$ cat src/fcc_pkg.sv
// Shared constants, types and register codes of the footprint collision check unit.
package fcc_pkg;

  localparam int MAP_COLS = 256;
  localparam int MAP_ROWS = 256;
  localparam int COL_W    = $clog2(MAP_COLS);
  localparam int ROW_W    = $clog2(MAP_ROWS);
  localparam int ADDR_W   = COL_W + ROW_W;
  localparam int MEM_DEPTH = 2 ** ADDR_W;

  localparam int POSE_W  = 21;
  localparam int DIFF_W  = POSE_W + 1;
  localparam int CPM_W   = 16;
  localparam int PROD_W  = DIFF_W + CPM_W + 1;
  localparam int FRAC_W  = 16;
  localparam int CLAMP_W = PROD_W - FRAC_W + 1;
  localparam int HALF_W  = 7;
  localparam int DIM_W   = 9;
  localparam int COST_W  = 8;
  localparam int CELL_W  = 8;

  localparam int IN_TDATA_W  = 72;
  localparam int OUT_TDATA_W = 8;
  localparam int CFG_IDX_W   = 3;
  localparam int CFG_DATA_W  = 21;

  localparam int FIFO_DEPTH = 4;
  localparam int FIFO_PTR_W = $clog2(FIFO_DEPTH);

  localparam logic [CFG_IDX_W-1:0] CFG_ORIGIN_X   = 3'd0;
  localparam logic [CFG_IDX_W-1:0] CFG_ORIGIN_Y   = 3'd1;
  localparam logic [CFG_IDX_W-1:0] CFG_CPM        = 3'd2;
  localparam logic [CFG_IDX_W-1:0] CFG_HALF_W     = 3'd3;
  localparam logic [CFG_IDX_W-1:0] CFG_HALF_H     = 3'd4;
  localparam logic [CFG_IDX_W-1:0] CFG_MAP_WIDTH  = 3'd5;
  localparam logic [CFG_IDX_W-1:0] CFG_MAP_HEIGHT = 3'd6;
  localparam logic [CFG_IDX_W-1:0] CFG_THRESHOLD  = 3'd7;

  localparam logic FUNC_WRITE = 1'b0;
  localparam logic FUNC_QUERY = 1'b1;

  typedef struct packed {
    logic signed [POSE_W-1:0] origin_x;
    logic signed [POSE_W-1:0] origin_y;
    logic [CPM_W-1:0]         cpm;
    logic [HALF_W-1:0]        half_w;
    logic [HALF_W-1:0]        half_h;
    logic [DIM_W-1:0]         map_width;
    logic [DIM_W-1:0]         map_height;
  } fcc_geom_t;

  // One queued command: a cell write or a clamped query window.
  typedef struct packed {
    logic              is_query;
    logic              empty;
    logic [COL_W-1:0]  x0;
    logic [COL_W-1:0]  x1;
    logic [ROW_W-1:0]  y0;
    logic [ROW_W-1:0]  y1;
    logic [COST_W-1:0] cost;
  } fcc_cmd_t;

endpackage

$ cat src/fcc_front.sv
// Front end: takes items, converts query poses to clamped cell windows.
module fcc_front
  import fcc_pkg::*;
(
  input  logic                        clk,
  input  logic                        rst_n,
  input  fcc_geom_t                   geom,
  input  logic                        s_valid,
  output logic                        s_ready,
  input  logic                        s_func,
  input  logic [CELL_W-1:0]           s_cell_x,
  input  logic [CELL_W-1:0]           s_cell_y,
  input  logic [COST_W-1:0]           s_cost,
  input  logic signed [POSE_W-1:0]    s_pose_x,
  input  logic signed [POSE_W-1:0]    s_pose_y,
  output logic                        q_push,
  input  logic                        q_ready,
  output fcc_cmd_t                    q_cmd
);

  logic                     va_r, vb_r;
  logic                     a_query_r, b_query_r;
  logic [CELL_W-1:0]        a_x_r, a_y_r, b_x_r, b_y_r;
  logic [COST_W-1:0]        a_cost_r, b_cost_r;
  logic signed [DIFF_W-1:0] dx_r, dy_r;
  logic signed [PROD_W-1:0] px_r, py_r;
  logic signed [DIFF_W-1:0] dx_nxt, dy_nxt;
  logic signed [PROD_W-1:0] px_nxt, py_nxt;
  logic signed [CLAMP_W-1:0] rx, ry, x0s, x1s, y0s, y1s, x0c, x1c, y0c, y1c, wm1, hm1;
  logic signed [CLAMP_W-1:0] hw, hh;
  logic keep, adv_b;

  assign dx_nxt = $signed({s_pose_x[POSE_W-1], s_pose_x})
                - $signed({geom.origin_x[POSE_W-1], geom.origin_x});
  assign dy_nxt = $signed({s_pose_y[POSE_W-1], s_pose_y})
                - $signed({geom.origin_y[POSE_W-1], geom.origin_y});

  assign px_nxt = $signed({{(PROD_W-DIFF_W){dx_r[DIFF_W-1]}}, dx_r})
                * $signed({{(PROD_W-CPM_W){1'b0}}, geom.cpm});
  assign py_nxt = $signed({{(PROD_W-DIFF_W){dy_r[DIFF_W-1]}}, dy_r})
                * $signed({{(PROD_W-CPM_W){1'b0}}, geom.cpm});

  // floor division by 2^16 is the arithmetic shift of the Q.16 product
  assign rx = $signed({px_r[PROD_W-1], px_r[PROD_W-1:FRAC_W]});
  assign ry = $signed({py_r[PROD_W-1], py_r[PROD_W-1:FRAC_W]});
  assign hw = $signed(CLAMP_W'(geom.half_w));
  assign hh = $signed(CLAMP_W'(geom.half_h));

  // last usable column/row; -1 when the map size is zero
  assign wm1 = (32'(geom.map_width) > 32'(MAP_COLS)) ? $signed(CLAMP_W'(MAP_COLS - 1))
             : $signed(CLAMP_W'(geom.map_width)) - $signed(CLAMP_W'(1));
  assign hm1 = (32'(geom.map_height) > 32'(MAP_ROWS)) ? $signed(CLAMP_W'(MAP_ROWS - 1))
             : $signed(CLAMP_W'(geom.map_height)) - $signed(CLAMP_W'(1));

  assign x0s = rx - hw;
  assign x1s = rx + hw;
  assign y0s = ry - hh;
  assign y1s = ry + hh;
  assign x0c = (x0s < 0) ? '0 : x0s;
  assign x1c = (x1s > wm1) ? wm1 : x1s;
  assign y0c = (y0s < 0) ? '0 : y0s;
  assign y1c = (y1s > hm1) ? hm1 : y1s;

  always_comb begin
    q_cmd = '0;
    q_cmd.is_query = b_query_r;
    if (b_query_r) begin
      q_cmd.empty = (x0c > x1c) || (y0c > y1c);
      q_cmd.x0    = COL_W'(x0c);
      q_cmd.x1    = COL_W'(x1c);
      q_cmd.y0    = ROW_W'(y0c);
      q_cmd.y1    = ROW_W'(y1c);
    end else begin
      q_cmd.x0   = COL_W'(b_x_r);
      q_cmd.y0   = ROW_W'(b_y_r);
      q_cmd.cost = b_cost_r;
    end
  end

  // writes outside the stored grid are dropped here
  assign keep    = b_query_r || ((32'(b_x_r) < 32'(MAP_COLS)) && (32'(b_y_r) < 32'(MAP_ROWS)));
  assign q_push  = vb_r && keep && q_ready;
  assign adv_b   = !vb_r || !keep || q_ready;
  assign s_ready = !va_r || adv_b;

  always_ff @(posedge clk) begin
    if (!rst_n) begin
      va_r <= 1'b0;
      vb_r <= 1'b0;
    end else begin
      if (s_ready) va_r <= s_valid;
      if (adv_b)   vb_r <= va_r;
    end
  end

  always_ff @(posedge clk) begin
    if (s_ready && s_valid) begin
      a_query_r <= (s_func == FUNC_QUERY);
      a_x_r     <= s_cell_x;
      a_y_r     <= s_cell_y;
      a_cost_r  <= s_cost;
      dx_r      <= dx_nxt;
      dy_r      <= dy_nxt;
    end
    if (adv_b && va_r) begin
      b_query_r <= a_query_r;
      b_x_r     <= a_x_r;
      b_y_r     <= a_y_r;
      b_cost_r  <= a_cost_r;
      px_r      <= px_nxt;
      py_r      <= py_nxt;
    end
  end

endmodule

$ cat config.mk
export PLATFORM = sky130hd
export DESIGN_NAME = fcc_front
export DESIGN_NICKNAME = d
export VERILOG_FILES = /design/src/fcc_pkg.sv /design/src/fcc_front.sv
export SDC_FILE = /design/constraint.sdc
export NUM_CORES = 2
export LEC_CHECK = 0
export BUFFER_PORTS_ARGS = -buffer_cell sky130_fd_sc_hd__buf_2
export CORE_MARGIN = 5
export CORE_UTILIZATION = 42
export CTS_CLUSTER_SIZE = 24
export DETAILED_ROUTE_END_ITERATION = 10
export SYNTH_ARGS = -nofsm -noshare
export SYNTH_HDL_FRONTEND = slang
export SYNTH_SLANG_ARGS = --single-unit
export TNS_END_PERCENT = 100
$ cat constraint.sdc
create_clock -name clk -period 17.7 [get_ports clk]
set_input_delay 5.31 -clock clk [delete_from_list [all_inputs] [get_ports clk]]
set_output_delay 5.31 -clock clk [all_outputs]
set_load 0.03 [all_outputs]
# Yosys cells after proc, flatten, opt, wreduce, memory -nomap -nowiden
# Index checks and enable logic that the tools add are counted.
[classes]
add_sub_neg = 8
mul = 2
n_lt_le_gt_ge = 8
n_mux = 12
reduce_logical = 8
[ops]
columns = ["operator", "n"]
rows = [
  ["$mux W24", 6],
  ["$gt A24 B24 Y1", 4],
  ["$mul A22 B17 Y39", 2],
  ["$add A23 B8 Y24", 2],
  ["$lt A24 B1 Y1 const B", 2],
  ["$sub A23 B8 Y24", 2],
  ["$sub A21 B21 Y22", 2],
  ["$mux W8", 5],
  ["$sub A9 B1 Y10 const B", 2],
  ["$gt A9 B9 Y1 const B", 2],
  ["$logic_and A1 B1 Y1", 3],
  ["$logic_or A1 B1 Y1", 3],
  ["$logic_not A1 Y1", 2],
  ["$mux W1", 1],
]
[totals]
regBits = 174
input_bits = 161
output_inout_bits = 44
elab_cells = 52

# Longest topological paths before layout
[depth]
depth_word = 7
depth_mapped = 29
depth_no_buf = 27

# Least setup slack after synthesis
# Ideal clock, no wire load.
[synth_path]
path_type = "input -> output"
startpoint = "input geom[12] (netlist bit)"
endpoint = "output q_cmd[40] (netlist bit)"
arrival_ps = 11006
required_time_ps = 12390
slack_ps = 1384
cell_stages = 24
n_path_buf = 3
path_cell_list = "or4_1 > nor3_1 > nor4b_1 > inv_1 > ha_1 > nand4_1 > nor2_1 > nand4_1 > o311ai_0 > nor4_1 > mux2_2 > clkbuf_1 > buf_2 > clkbuf_1 > a21oi_1 > ha_1 > a21o_1 > a211oi_1 > nor2_1 > nor3_1 > nor2_1 > nor3_1 > a21oi_1 > o41a_1"
[synth_rtl]
columns = ["element", "line_no", "source"]
rows = [
  ["start, declared", "fcc_front.sv:7", "input fcc_geom_t geom,"],
  ["end, declared", "fcc_front.sv:18", "output fcc_cmd_t q_cmd"],
]

==> flow_metrics.env <==
export IMPL_status="complete, no violations"
export IMPL_reg2reg_slack_ns=10.46
export IMPL_clkSinkCount=142
export IMPL_cts_setup_buffers=0
export IMPL_dieArea_sq_um=93780
export IMPL_postSynth_asyncResetShare_pct=0
export IMPL_final_nets=5357
export IMPL_cts_reportedPaths_clkPinSlew_ns=0.07
export IMPL_routed_wl_um=96240
export IMPL_dpl_hpwl_um=75570
export IMPL_yosysWarningCount=0
export IMPL_hold_violations=0
export IMPL_grt_setup_unrepaired="false"
export IMPL_synth_edff_count=140
export IMPL_cts_buffer_depth=2
export IMPL_n_fill_cell=8456
export IMPL_drc_errors=0
export IMPL_gp_congestion=0.8992
export IMPL_clock_latency_ns=0.51
export IMPL_grt_max_degree=72
export IMPL_synthesis_area_sq_um=36860
export IMPL_critPathRequiredTime_ns=12.39
export IMPL_finalMaxSlewViolations=0
export IMPL_startpoint_type="primary input"
export IMPL_fin_cells=5311
export IMPL_place_inst=5274
export IMPL_tightest_slew_ns=1.163
export IMPL_cts_tree="built"
export IMPL_cap_violations=0
export IMPL_core_area_sq_um=86890
export IMPL_die_w_um=306.2
export IMPL_multi_input_area_sq_um=28680
export IMPL_slowest_delay_ns=0.46
export IMPL_post_route_util_pct=45.62
export IMPL_grt_overflow=0
export IMPL_grt_pass1_wl_um=157600
export IMPL_cts_root_buf="clkbuf_16"
export IMPL_min_period_over_period_pct=95.17
export IMPL_setup_violations_final=0
export IMPL_grtUsageTotal_pct=21.12
export IMPL_worstPathMaxFanout=17
export IMPL_layout_min_cycle_time_ns=16.85
export IMPL_hold_slack_ns=0.4158
export IMPL_tns_ns=0
export IMPL_drt_initial_drc_count=1471
export IMPL_hp_class="flop to flop"
export IMPL_critical_path_arrival_ns=11.54
export IMPL_cts_max_level=4
export IMPL_synth_nets=5249
export IMPL_drt_pass1_iter_count=5
export IMPL_rows=108
export IMPL_routed_via_count=27080
export IMPL_pin_count=205
export IMPL_synth_seq_cells=142
export IMPL_grt_antenna_before_repair=4
export IMPL_max_freq_mhz=59.36
export IMPL_grt_pass1_vias=28636
export IMPL_synth_cell_types=71
export IMPL_yosysSeqAreaShare_pct=11.52
export IMPL_ant_nets=0
export IMPL_cpMaxStageDelayCell="o21ai_0"
export IMPL_wl_per_cell_um=18.12
export IMPL_clock_skew_ns=0.01999
export IMPL_drive_gt1_share_pct=7.613
export IMPL_viasPerCell=5.099
export IMPL_start_util_pct=42.42
export IMPL_die_h_um=306.2
export IMPL_ys_flop_type="edfxtp_1"
export IMPL_numPortBuffers=204
export IMPL_endpoint_kind="primary output"
export IMPL_netlist_instances=4030
export IMPL_slew_headroom_pct=22.41
export IMPL_crit_type="primary input to primary output"
export IMPL_cts_resized=0
export IMPL_avgSynthCellArea_sq_um=9.146
export IMPL_cts_hold_buf=0
export IMPL_register_area_sq_um=4244
export IMPL_area_delta_synth_final_pct=7.547
export IMPL_cts_buffers=17
==> cell usage in the layout (no fill, tap or decap), types with 10 or more instances in the layout <==
| cell | synthesis | final |
|---|---|---|
| inv_1 | 892 | 892 |
| fa_1 | 700 | 700 |
| nand2_1 | 487 | 487 |
| ha_1 | 358 | 358 |
| and2_1 | 317 | 316 |
| buf_2 | 5 | 204 |
| edfxtp_1 | 140 | 140 |
| a21oi_1 | 126 | 126 |
| xnor2_1 | 123 | 123 |
| nor2_1 | 116 | 116 |
| o21ai_0 | 95 | 95 |
| nor3_1 | 48 | 48 |
| xor2_1 | 45 | 45 |
| nand3_1 | 44 | 44 |
| buf_4 | 4 | 40 |
| a21o_1 | 37 | 37 |
| and3_1 | 25 | 25 |
| nor2b_1 | 26 | 25 |
| nand4_1 | 21 | 21 |
| o31ai_1 | 18 | 17 |
| clkbuf_16 | 0 | 17 |
| o211ai_1 | 15 | 15 |
| o21a_1 | 15 | 15 |
| nand2b_1 | 15 | 15 |
| or2_2 | 14 | 14 |
| or3_1 | 14 | 14 |
| nor4_1 | 14 | 14 |
| mux2_2 | 14 | 14 |
| mux2i_1 | 14 | 14 |
| a211oi_1 | 13 | 13 |
| o21bai_1 | 13 | 13 |
| a31oi_1 | 13 | 12 |
| and4_1 | 10 | 10 |
==> metal layers <==
metal  routed length [um]  track usage [%]  vias to the layer above  share of wire [%]
met5                   27                0                        -              0.028
met2                40960            31.85                      759                 43
met4                 1774            4.593                        4                1.8
li1                     -                -                    12675                  -
met3                 6665            4.549                       73                6.9
met1                46810            31.49                    13569                 49
==> synthesized netlist by cell type, drive strengths merged, types with 48 or more instances <==
| library cell | n | area share (%) |
|---|---|---|
| inv | 892 | 9.1 |
| fa | 700 | 38 |
| nand2 | 487 | 5.0 |
| ha | 358 | 12 |
| and2 | 317 | 5.4 |
| clkbuf | 145 | 1.5 |
| edfxtp | 140 | 11 |
| a21oi | 126 | 1.7 |
| xnor2 | 123 | 2.9 |
| nor2 | 117 | 1.2 |
| o21ai | 96 | 1.3 |
| nor3 | 48 | 0.65 |
==> state kept, by name (all words and copies together) (netlist names) <==
| register | cells |
|---|---|
| a_cost_r | 8 |
| a_query_r | 1 |
| a_x_r | 8 |
| a_y_r | 8 |
| b_cost_r | 8 |
| b_query_r | 1 |
| b_x_r | 8 |
| b_y_r | 8 |
| dx_r | 22 |
| dy_r | 22 |
| px_r | 23 |
| py_r | 23 |
| va_r | 1 |
| vb_r | 1 |
==> worst max-delay path: cells and delay by family <==
family / cells / cell delay (ns)
adder cells (fa/ha/maj): 3 / 0.91
AO/OA/AOI/OAI: 13 / 2.98
multiplexers: 1 / 0.30
buffers and inverters: 5 / 0.81
AND/OR/NAND/NOR: 7 / 1.20
==> per-stage QoR <==
stage,area (sq um),setup slack [ns]
floorplan,36860,1.384
global placement,39040,1.056
detailed placement,39040,0.8487
CTS,39630,0.8209
global route,39630,0.4105
finish,39640,0.8542
==> cell type report <==
cell class / instances / area share (%)
multi-input combinational: 2841 / 72.36
sequential: 142 / 10.71
inverter: 892 / 8.447
tap: 1155 / 3.646
timing repair buffer: 244 / 3.333
clock buffer: 17 / 1.073
clock inverter: 15 / 0.4009
antenna: 5 / 0.03157
==> logic make-up (layout without fill, tap and decap cells) <==
group	count (synthesis)	in the layout	share of synthesized area, %
buffers and inverters	1047	1168	10.72
other	0	5	0
AO/OA/AOI/OAI	415	415	7.122
XOR/XNOR	168	168	3.992
AND/OR/NAND/NOR	1172	1172	15.67
multiplexers	28	28	0.8079
adder cells (fa/ha/maj)	1058	1058	50.17
flip-flops	142	142	11.52
==> final timing paths <==
path,start,to,cells past startpoint
max reg2reg,dy_r[8],py_r[32],22
min reg2reg,a_cost_r[2],b_cost_r[2],0
min,a_cost_r[2],b_cost_r[2],0
max,geom[19],q_cmd[40],29
Power is left out: the tool's default activity adds up to more than one toggle a clock period on the data nets, which glitch-free logic cannot reach.
