`src/fcc_pkg.sv`:
```
// Shared constants, types and register codes of the footprint collision check unit.
package fcc_pkg;

  localparam int MAP_COLS = 256;
  localparam int MAP_ROWS = 256;
  localparam int COL_W    = $clog2(MAP_COLS);
  localparam int ROW_W    = $clog2(MAP_ROWS);
  localparam int ADDR_W   = COL_W + ROW_W;
  localparam int MEM_DEPTH = 2 ** ADDR_W;

  localparam int POSE_W  = 21;
  localparam int DIFF_W  = POSE_W + 1;
  localparam int CPM_W   = 16;
  localparam int PROD_W  = DIFF_W + CPM_W + 1;
  localparam int FRAC_W  = 16;
  localparam int CLAMP_W = PROD_W - FRAC_W + 1;
  localparam int HALF_W  = 7;
  localparam int DIM_W   = 9;
  localparam int COST_W  = 8;
  localparam int CELL_W  = 8;

  localparam int IN_TDATA_W  = 72;
  localparam int OUT_TDATA_W = 8;
  localparam int CFG_IDX_W   = 3;
  localparam int CFG_DATA_W  = 21;

  localparam int FIFO_DEPTH = 4;
  localparam int FIFO_PTR_W = $clog2(FIFO_DEPTH);

  localparam logic [CFG_IDX_W-1:0] CFG_ORIGIN_X   = 3'd0;
  localparam logic [CFG_IDX_W-1:0] CFG_ORIGIN_Y   = 3'd1;
  localparam logic [CFG_IDX_W-1:0] CFG_CPM        = 3'd2;
  localparam logic [CFG_IDX_W-1:0] CFG_HALF_W     = 3'd3;
  localparam logic [CFG_IDX_W-1:0] CFG_HALF_H     = 3'd4;
  localparam logic [CFG_IDX_W-1:0] CFG_MAP_WIDTH  = 3'd5;
  localparam logic [CFG_IDX_W-1:0] CFG_MAP_HEIGHT = 3'd6;
  localparam logic [CFG_IDX_W-1:0] CFG_THRESHOLD  = 3'd7;

  localparam logic FUNC_WRITE = 1'b0;
  localparam logic FUNC_QUERY = 1'b1;

  typedef struct packed {
    logic signed [POSE_W-1:0] origin_x;
    logic signed [POSE_W-1:0] origin_y;
    logic [CPM_W-1:0]         cpm;
    logic [HALF_W-1:0]        half_w;
    logic [HALF_W-1:0]        half_h;
    logic [DIM_W-1:0]         map_width;
    logic [DIM_W-1:0]         map_height;
  } fcc_geom_t;

  // One queued command: a cell write or a clamped query window.
  typedef struct packed {
    logic              is_query;
    logic              empty;
    logic [COL_W-1:0]  x0;
    logic [COL_W-1:0]  x1;
    logic [ROW_W-1:0]  y0;
    logic [ROW_W-1:0]  y1;
    logic [COST_W-1:0] cost;
  } fcc_cmd_t;

endpackage

```
`src/fcc_fifo.sv`:
```
// Short command queue between the front end and the scan engine.
module fcc_fifo
  import fcc_pkg::*;
(
  input  logic     clk,
  input  logic     rst_n,
  input  logic     push,
  input  fcc_cmd_t push_cmd,
  output logic     ready,
  input  logic     pop,
  output logic     valid,
  output fcc_cmd_t head
);

  fcc_cmd_t              slot_r [FIFO_DEPTH];
  logic [FIFO_PTR_W-1:0] wp_r, rp_r;
  logic [FIFO_PTR_W:0]   cnt_r;

  assign ready = (32'(cnt_r) < 32'(FIFO_DEPTH));
  assign valid = (cnt_r != '0);
  assign head  = slot_r[rp_r];

  always_ff @(posedge clk) begin
    if (!rst_n) begin
      wp_r  <= '0;
      rp_r  <= '0;
      cnt_r <= '0;
    end else begin
      if (push) wp_r <= wp_r + 1'b1;
      if (pop)  rp_r <= rp_r + 1'b1;
      if (push && !pop)      cnt_r <= cnt_r + 1'b1;
      else if (pop && !push) cnt_r <= cnt_r - 1'b1;
    end
  end

  always_ff @(posedge clk) begin
    if (push) slot_r[wp_r] <= push_cmd;
  end

endmodule

```
`config.mk`:
```
export PLATFORM = sky130hd
export DESIGN_NAME = fcc_fifo
export DESIGN_NICKNAME = d
export VERILOG_FILES = /design/src/fcc_pkg.sv /design/src/fcc_fifo.sv
export SDC_FILE = /design/constraint.sdc
export NUM_CORES = 1
export LEC_CHECK = 0
export ABC_AREA = 1
export ABC_CLOCK_PERIOD_IN_PS = 3980
export BUFFER_PORTS_ARGS = -buffer_cell sky130_fd_sc_hd__buf_2
export CAP_MARGIN = 25
export CORE_AREA = 2 2 109 111
export DETAILED_ROUTE_END_ITERATION = 7
export DIE_AREA = 0 0 111 113
export GPL_ROUTABILITY_DRIVEN = 0
export PLACE_DENSITY = 0.78
export SLEW_MARGIN = 5
export SYNTH_ARGS = -nofsm -noshare
export SYNTH_HDL_FRONTEND = slang
export SYNTH_SLANG_ARGS = --single-unit
```
`constraint.sdc`:
```
create_clock -name clk -period 3.98 [get_ports clk]
set_input_delay 0.796 -clock clk [delete_from_list [all_inputs] [get_ports clk]]
set_output_delay 0.796 -clock clk [all_outputs]
set_load 0.03 [all_outputs]
```
; ---- Word level (Yosys, flattened, before mapping)
; Memories as Yosys holds them, arrays and structs flattened. A register that Yosys moved wholly into a read port is not among the register bits.
; Index checks and enable logic that the tools add are counted.
[classes]
n_reduce_logical = 6
n_mux = 6
add_sub_neg = 4
magnitude_cmp = 1
[ops]
columns = op, n
row1 = $mux 3, 2
row2 = $add 2x1->2 const B, 2
row3 = $mux 2, 2
row4 = $add 3x1->3 const B, 1
row5 = $lt 3x3->1 const B, 1
row6 = $reduce_bool 3->1, 1
row7 = $sub 3x1->3 const B, 1
row8 = $logic_and 1x1->1, 2
row9 = $logic_not 1->1, 2
row10 = $mux 1, 2
row11 = $reduce_bool 2->1, 1
[totals]
ram_bits = 168
n_memories = 1
ff_bits = 7
[memory_table]
columns = name, depth, word_bits, rd, rd_clocked_by_memory_dff, wr, line
row1 = slot_r, 4, 42, 1, 1, 1, fcc_fifo.sv:15  ; fcc_cmd_t slot_r [FIFO_DEPTH];

; ---- Longest topological paths before layout
; Gate-level depths: netlist of the first run.
[logic_depth]
depth_word = 4
mapped_depth = 10

; ---- Worst setup path before layout of the first run
; OpenSTA, ideal clock, no wires.
[synth_path]
path_type = register -> output
startpoint = register (tool-made name)
endpoint = output port head[10] in the netlist's numbering
path_buffers = 3
path_stages_with_launch = 7
arrival_ns = 1.309
required_time_ns = 3.184
path_slack_ns = 1.875
cell_sequence = dfxtp_1 buf_6 inv_2 buf_6 buf_6 o21ai_1 o22ai_1
[synth_rtl]
columns = item, line
row1 = end: declaration, fcc_fifo.sv:12  ; output fcc_cmd_t head

==> impl_metrics.csv, run 1 <==
group,metric,value,unit
outcome,status,"complete, no violations",
timing,skew,5.54,ps
final_layout,final_common_cell,"edfxtp_1",
critical_path,slowest_stage,"buf_4",
yosys,syn_nets,515,
critical_path,required,3180,ps
global_route,grt-ovfl-total,0,
routing,drc_errors,0,
cts,cts_num_sinks,177,
cts,cts.path.max_buffers,2,
final_layout,drive_gt1_share,24.2,%
critical_path,endpoint_kind,"output pin",
floorplan,dieArea,12500,µm²
global_route,track_usage,21.1,%
timing,max_freq,0.331,GHz
floorplan,coreArea,11300,µm²
cts,post-cts-setup-buffers,0,
floorplan,num_io_pins,90,
routing,num_vias,4043,
cts,numCtsBuffers,17,
floorplan,initial_core_util,59.0,%
pwr,p_leak,2.87,nW
routing,routed_wl,12800,µm
yosys,ys_types,18,
final_layout,antenna_cells,0,
critical_path,max_stage_delay,630,ps
cts,postCtsHoldBufs,0,
critical_path,arrival,2220,ps
cts,cts_tree,"done",
final_layout,layout.nets,606,
yosys,post-synth-top-area-fraction,75.8,%
yosys,syn-instance-count,463,
placed_design,portBuffers,89,
cts,cts-root-buf,"clkbuf_16",
cts,clk_pin_slew,60,ps
routing,antenna_left,0,
critical_path,start_kind,"flop",
timing,layout_min_cycle_time,3020,ps
critical_path,crit_fanout,84,
timing,period_share,75.9,%
worst_hold_path,hp-class,"reg2reg",
timing,setup_viol,0,
routing,wire_per_inst,18.1,µm
timing,tightest_slew,806,ps
critical_path,worstSetupPathType,"reg2out",
cts,clk_latency,420,ps
cts,cts_resized,0,
yosys,synth_top_cell_by_area,"edfxtp_1",
global_route,grt_pass1_vias,3966,
run,maxCapViolations,0,
timing,slew_viol_final,0,
global_route,grt_pass1_wl,19800,µm
yosys,synth-seq-area-share,78.5,%
critical_path,timing.critical_path.cells,"buf_4 > o21ai_0 > o22ai_1 > buf_2",
final_layout,final_cell_mix,"168 x edfxtp_1, 90 x nor2_1, 89 x buf_2",
yosys,ys_ff_latch,177,
global_route,grt_start_max_net_pins,85,
final_layout,n_fill_cell,737,
yosys,netlist_area,6650,µm²
floorplan,die_h,113,µm
yosys,syn_area_per_cell,14.4,µm²
routing,vias_per_cell,5.69,
yosys,yosys-top-cells-area,"edfxtp_1 76%, nor2_1 5.1%, o21ai_0 4.8%, o22ai_1 3.9%, dfxtp_1 2.7%",
pwr,p_per_area,573,nW/µm²
floorplan,num_rows,39,
final_layout,fin_util,70.5,%
placed_design,dpl.hpwl,6930,µm
pwr,max-vdd-ir-drop,0.357,mV
yosys,yosys_warnings,0,
global_route,antenna_found_initial,0,
timing,rsz0062_at_grt,"no",
timing,setup_tns,0,ps
routing,first_iter_violations,345,
floorplan,die_w,111,µm
timing,hold_violations,0,
cts,htreeDepth,4,
routing,firstDrtPassIters,5,
timing,slew_headroom,46.3,%
final_layout,area_delta_synth_final,19.5,%
pwr,power,4.56,mW
==> sequential cells by signal (all words and copies together), names as in the netlist, named ones only <==
register  flops
cnt_r         3
rp_r          2
wp_r          2
slot_r      168
==> critical path: cells and delay by family, from the launching register on <==
family                 cells  cell delay, ps
AOI/OAI and AO/OA          2             550
DFF                        1             330
buffers and inverters      2             880
==> final timing paths <==
path,start,to,slack (ps),cells after the start
max reg2reg,wp_r[0],slot_r[2][33],2350,5
min reg2reg,rp_r[1],flop,440,1
max,flop,head[27],960,4
min,rp_r[1],flop,440,1
==> cell type report <==
class,instances,area [µm²],area share (%)
repair buffers,98,578,7.27
clock buffers,17,425,5.35
well taps,143,179,2.25
clock inverters,15,277,3.48
flip-flops and latches,177,5230,65.8
inverters,16,60.1,0.756
multi-input cells,244,1200,15.1
==> Yosys cell counts <==
| cell type | n |
|---|---|
| a21oi_1 | 4 |
| o21ai_0 | 64 |
| clkbuf_1 | 11 |
| buf_2 | 6 |
| buf_1 | 1 |
| o22ai_1 | 42 |
| nand4_1 | 1 |
| nand2_1 | 10 |
| inv_2 | 2 |
| fa_1 | 1 |
| ha_1 | 5 |
| o21ai_1 | 26 |
| edfxtp_1 | 168 |
| buf_6 | 8 |
| nor2_1 | 90 |
| nand3_1 | 1 |
| dfxtp_1 | 9 |
| inv_1 | 14 |
==> metal layers <==
metal  track usage [%]  vias up  wire length (µm)  part of all wire (%)
met5                 0        -                 0                     0
met4              8.08        0               278                   2.2
met3              8.73       25              1020                   7.9
met2              34.1      155              6380                    50
met1              25.9     1952              5160                    40
li1                  -     1911                 -                     -
==> stage by stage <==
step                cells  instance area, µm²  hold WS (ps)  setup WS, ps
finish                710                7950           444           961
global route          710                7950           474           869
CTS                   706                7850           445          1040
detailed placement    674                7150           426          1490
global placement      674                7150           424          1540
floorplan             463                6650           418          1880
==> power by group <==
part / internal (mW) / switching (mW) / total [mW]
Sequential: 2.12 / 0.0214 / 2.15
Clock: 1.25 / 0.692 / 1.94
Combinational: 0.130 / 0.340 / 0.470
==> kinds of logic (layout without fill, tap and decap cells) <==
group           Yosys count  count (layout)  synth area share [%]
buf+inv                  42             146                  3.39
compound gates          136             136                  11.0
fa+ha+maj                 6               6                  1.24
flops                   177             177                  78.5
simple gates            102             102                  5.81
No activity file was read; power rests on OpenSTA's default activity.
==> run 2: changes to the inputs <==
Settings changed: ABC_AREA 1 to 0, ABC_CLOCK_PERIOD_IN_PS 3980 to 2750, CORE_AREA 2 2 109 111 to 2 2 117 119, DIE_AREA 0 0 111 113 to 0 0 119 121, PLACE_DENSITY 0.78 to 0.71.
Clock period 3.98 ns to 2.75 ns, I/O delays scaled along.
==> run 2 against run 1 <==
Compared with the run above: count of clock-buffer cells in the layout grew 5; routed wire length fell by 17%; final cell count fell by 21%; sequential power rose by 47%; total power up 31%; critical path type unchanged.
==> impl_metrics.csv, run 2 <==
group,metric,value,unit
timing,slew_headroom,70.3,%
final_layout,drive_gt1_share,43.8,%
global_route,grt-ovfl-total,0,
timing,setup_viol,0,
final_layout,top_regs,"slot_r x168, cnt_r x3",
routing,routed_wl,10700,µm
yosys,yosys_warnings,0,
yosys,syn_area_per_cell,24.9,µm²
critical_path,worstSetupPathType,"reg2out",
floorplan,coreArea,13100,µm²
floorplan,die_w,119,µm
timing,period_share,90.8,%
yosys,synthArstFlopShare,0,%
critical_path,crit_fanout,18,
cts,cts.path.max_buffers,2,
cts,cts-root-buf,"clkbuf_16",
cts,post-cts-setup-buffers,0,
timing,skew,8.70,ps
yosys,post-synth-top-area-fraction,76.9,%
yosys,yosys-top-cells-count,"168 x edfxtp_1, 40 x mux4_2, 9 x and2_1, 9 x dfxtp_1",
timing,layout_min_cycle_time,2500,ps
run,maxCapViolations,0,
timing,tightest_slew,446,ps
cts,clk_pin_slew,60,ps
placed_design,dpl.hpwl,6740,µm
yosys,synth_top_cell_by_area,"edfxtp_1",
yosys,ys_types,20,
final_layout,n_fill_cell,937,
timing,slew_viol_final,0,
critical_path,endpoint_kind,"output pin",
routing,antenna_left,0,
timing,rsz0062_at_grt,"no",
outcome,status,"complete, no violations",
cts,numCtsBuffers,17,
timing,hold_violations,0,
yosys,synth_edf_count,168,
global_route,track_usage,16.0,%
critical_path,required,2200,ps
final_layout,fin_util,59.6,%
floorplan,num_rows,42,
timing,max_freq,0.400,GHz
final_layout,antenna_cells,0,
global_route,grt_pass1_vias,3067,
yosys,netlist_area,6560,µm²
yosys,synth-seq-area-share,79.7,%
critical_path,arrival,1950,ps
yosys,syn_nets,315,
yosys,synth_ff_type,"edfxtp_1",
routing,firstDrtPassIters,4,
routing,vias_per_cell,5.23,
floorplan,die_h,121,µm
yosys,syn-instance-count,263,
yosys,yosysMostFrequentCell,"edfxtp_1",
yosys,yosys-top-cells-area,"edfxtp_1 77%, mux4_2 14%, dfxtp_1 2.7%, buf_12 1.2%, ha_1 0.95%",
timing,setup_tns,0,ps
final_layout,largest-register,"slot_r",
pwr,power,5.97,mW
final_layout,final_common_cell,"edfxtp_1",
final_layout,final_cell_mix,"168 x edfxtp_1, 89 x buf_2, 40 x mux4_2",
global_route,antenna_found_initial,0,
floorplan,initial_core_util,50.1,%
worst_hold_path,hp-class,"in2reg",
floorplan,dieArea,14400,µm²
cts,htreeDepth,4,
routing,drc_errors,0,
global_route,grt_start_max_net_pins,29,
cts,cts_num_sinks,177,
global_route,grt_pass1_wl,16600,µm
pwr,p_per_area,766,nW/µm²
pwr,p_leak,2.67,nW
cts,clk_latency,420,ps
final_layout,largest_reg_flops,168,
routing,wire_per_inst,19.0,µm
final_layout,layout.nets,425,
routing,first_iter_violations,253,
routing,num_vias,2940,
floorplan,num_io_pins,90,
pwr,max-vdd-ir-drop,0.372,mV
cts,cts_tree,"done",
cts,cts_resized,0,
placed_design,portBuffers,89,
final_layout,area_delta_synth_final,18.9,%
yosys,ys_ff_latch,177,
critical_path,start_kind,"flop",
cts,postCtsHoldBufs,0,
-- run 2: changes by cell type in the layout (fill, tap and decap cells not counted), sizes merged, moves of 15 or more --
cell,before,now
inv,20,5
o22ai,42,0
mux4,0,42
nor2,90,0
o21ai,90,1
-- run 2: layout make-up --
class,count,area (µm²),share of cell area [%]
repair buffers,101,611,7.83
well taps,176,220,2.83
clock buffers,22,444,5.70
multi-input cells,71,1200,15.4
clock inverters,10,68.8,0.883
flip-flops and latches,177,5230,67.1
inverters,5,18.8,0.241
-- run 2: routing by layer --
layer	wire (µm)	GRT usage, %	up-vias
met5	0	0	-
met4	212	6.92	0
met3	612	5.08	17
met2	5190	24.5	86
met1	4650	21.4	1519
li1	-	-	1318
-- run 2: worst max-delay path: stages (launching register included) --
cell and delay [ps]:
dfxtp_4 530, buf_12 240, mux4_1 560, buf_2 190
-- run 2: through the flow --
stage | cell area [µm²] | hold WS, ps | instances | setup WS (ps)
floorplan | 6560 | 472 | 263 | 780
global placement | 7280 | 487 | 530 | 668
detailed placement | 7280 | 534 | 530 | 654
CTS | 7790 | 328 | 562 | 197
global route | 7790 | 333 | 562 | 145
finish | 7790 | 344 | 562 | 252
-- run 2: final timing paths --
kind                from           end  slack, ps  cells past startpoint
max                 flop      head[33]        250                      3
min          push_cmd[4]  slot_r[1][4]        340                      1
max reg2reg      wp_r[0]  slot_r[0][3]       1170                      4
min reg2reg     cnt_r[2]      cnt_r[2]        530                      2
-- run 2: report_power, final --
| group | internal [mW] | total, mW | leakage [nW] | switching [mW] |
|---|---|---|---|---|
| clock network | 1.22 | 2.09 | 0.253 | 0.872 |
| logic | 0.290 | 0.732 | 0.802 | 0.442 |
| registers | 3.09 | 3.15 | 1.62 | 0.0556 |
| total | 4.60 | 5.97 | 2.67 | 1.37 |
-- run 2: cell families after synthesis --
group	synth area share [%]
buffers and inverters	2.04
adder cells (fa/ha/maj)	1.26
AND/OR/NAND/NOR	1.30
AO/OA/AOI/OAI	0.191
multiplexers	14.8
XOR/XNOR	0.668
flip-flops	79.7
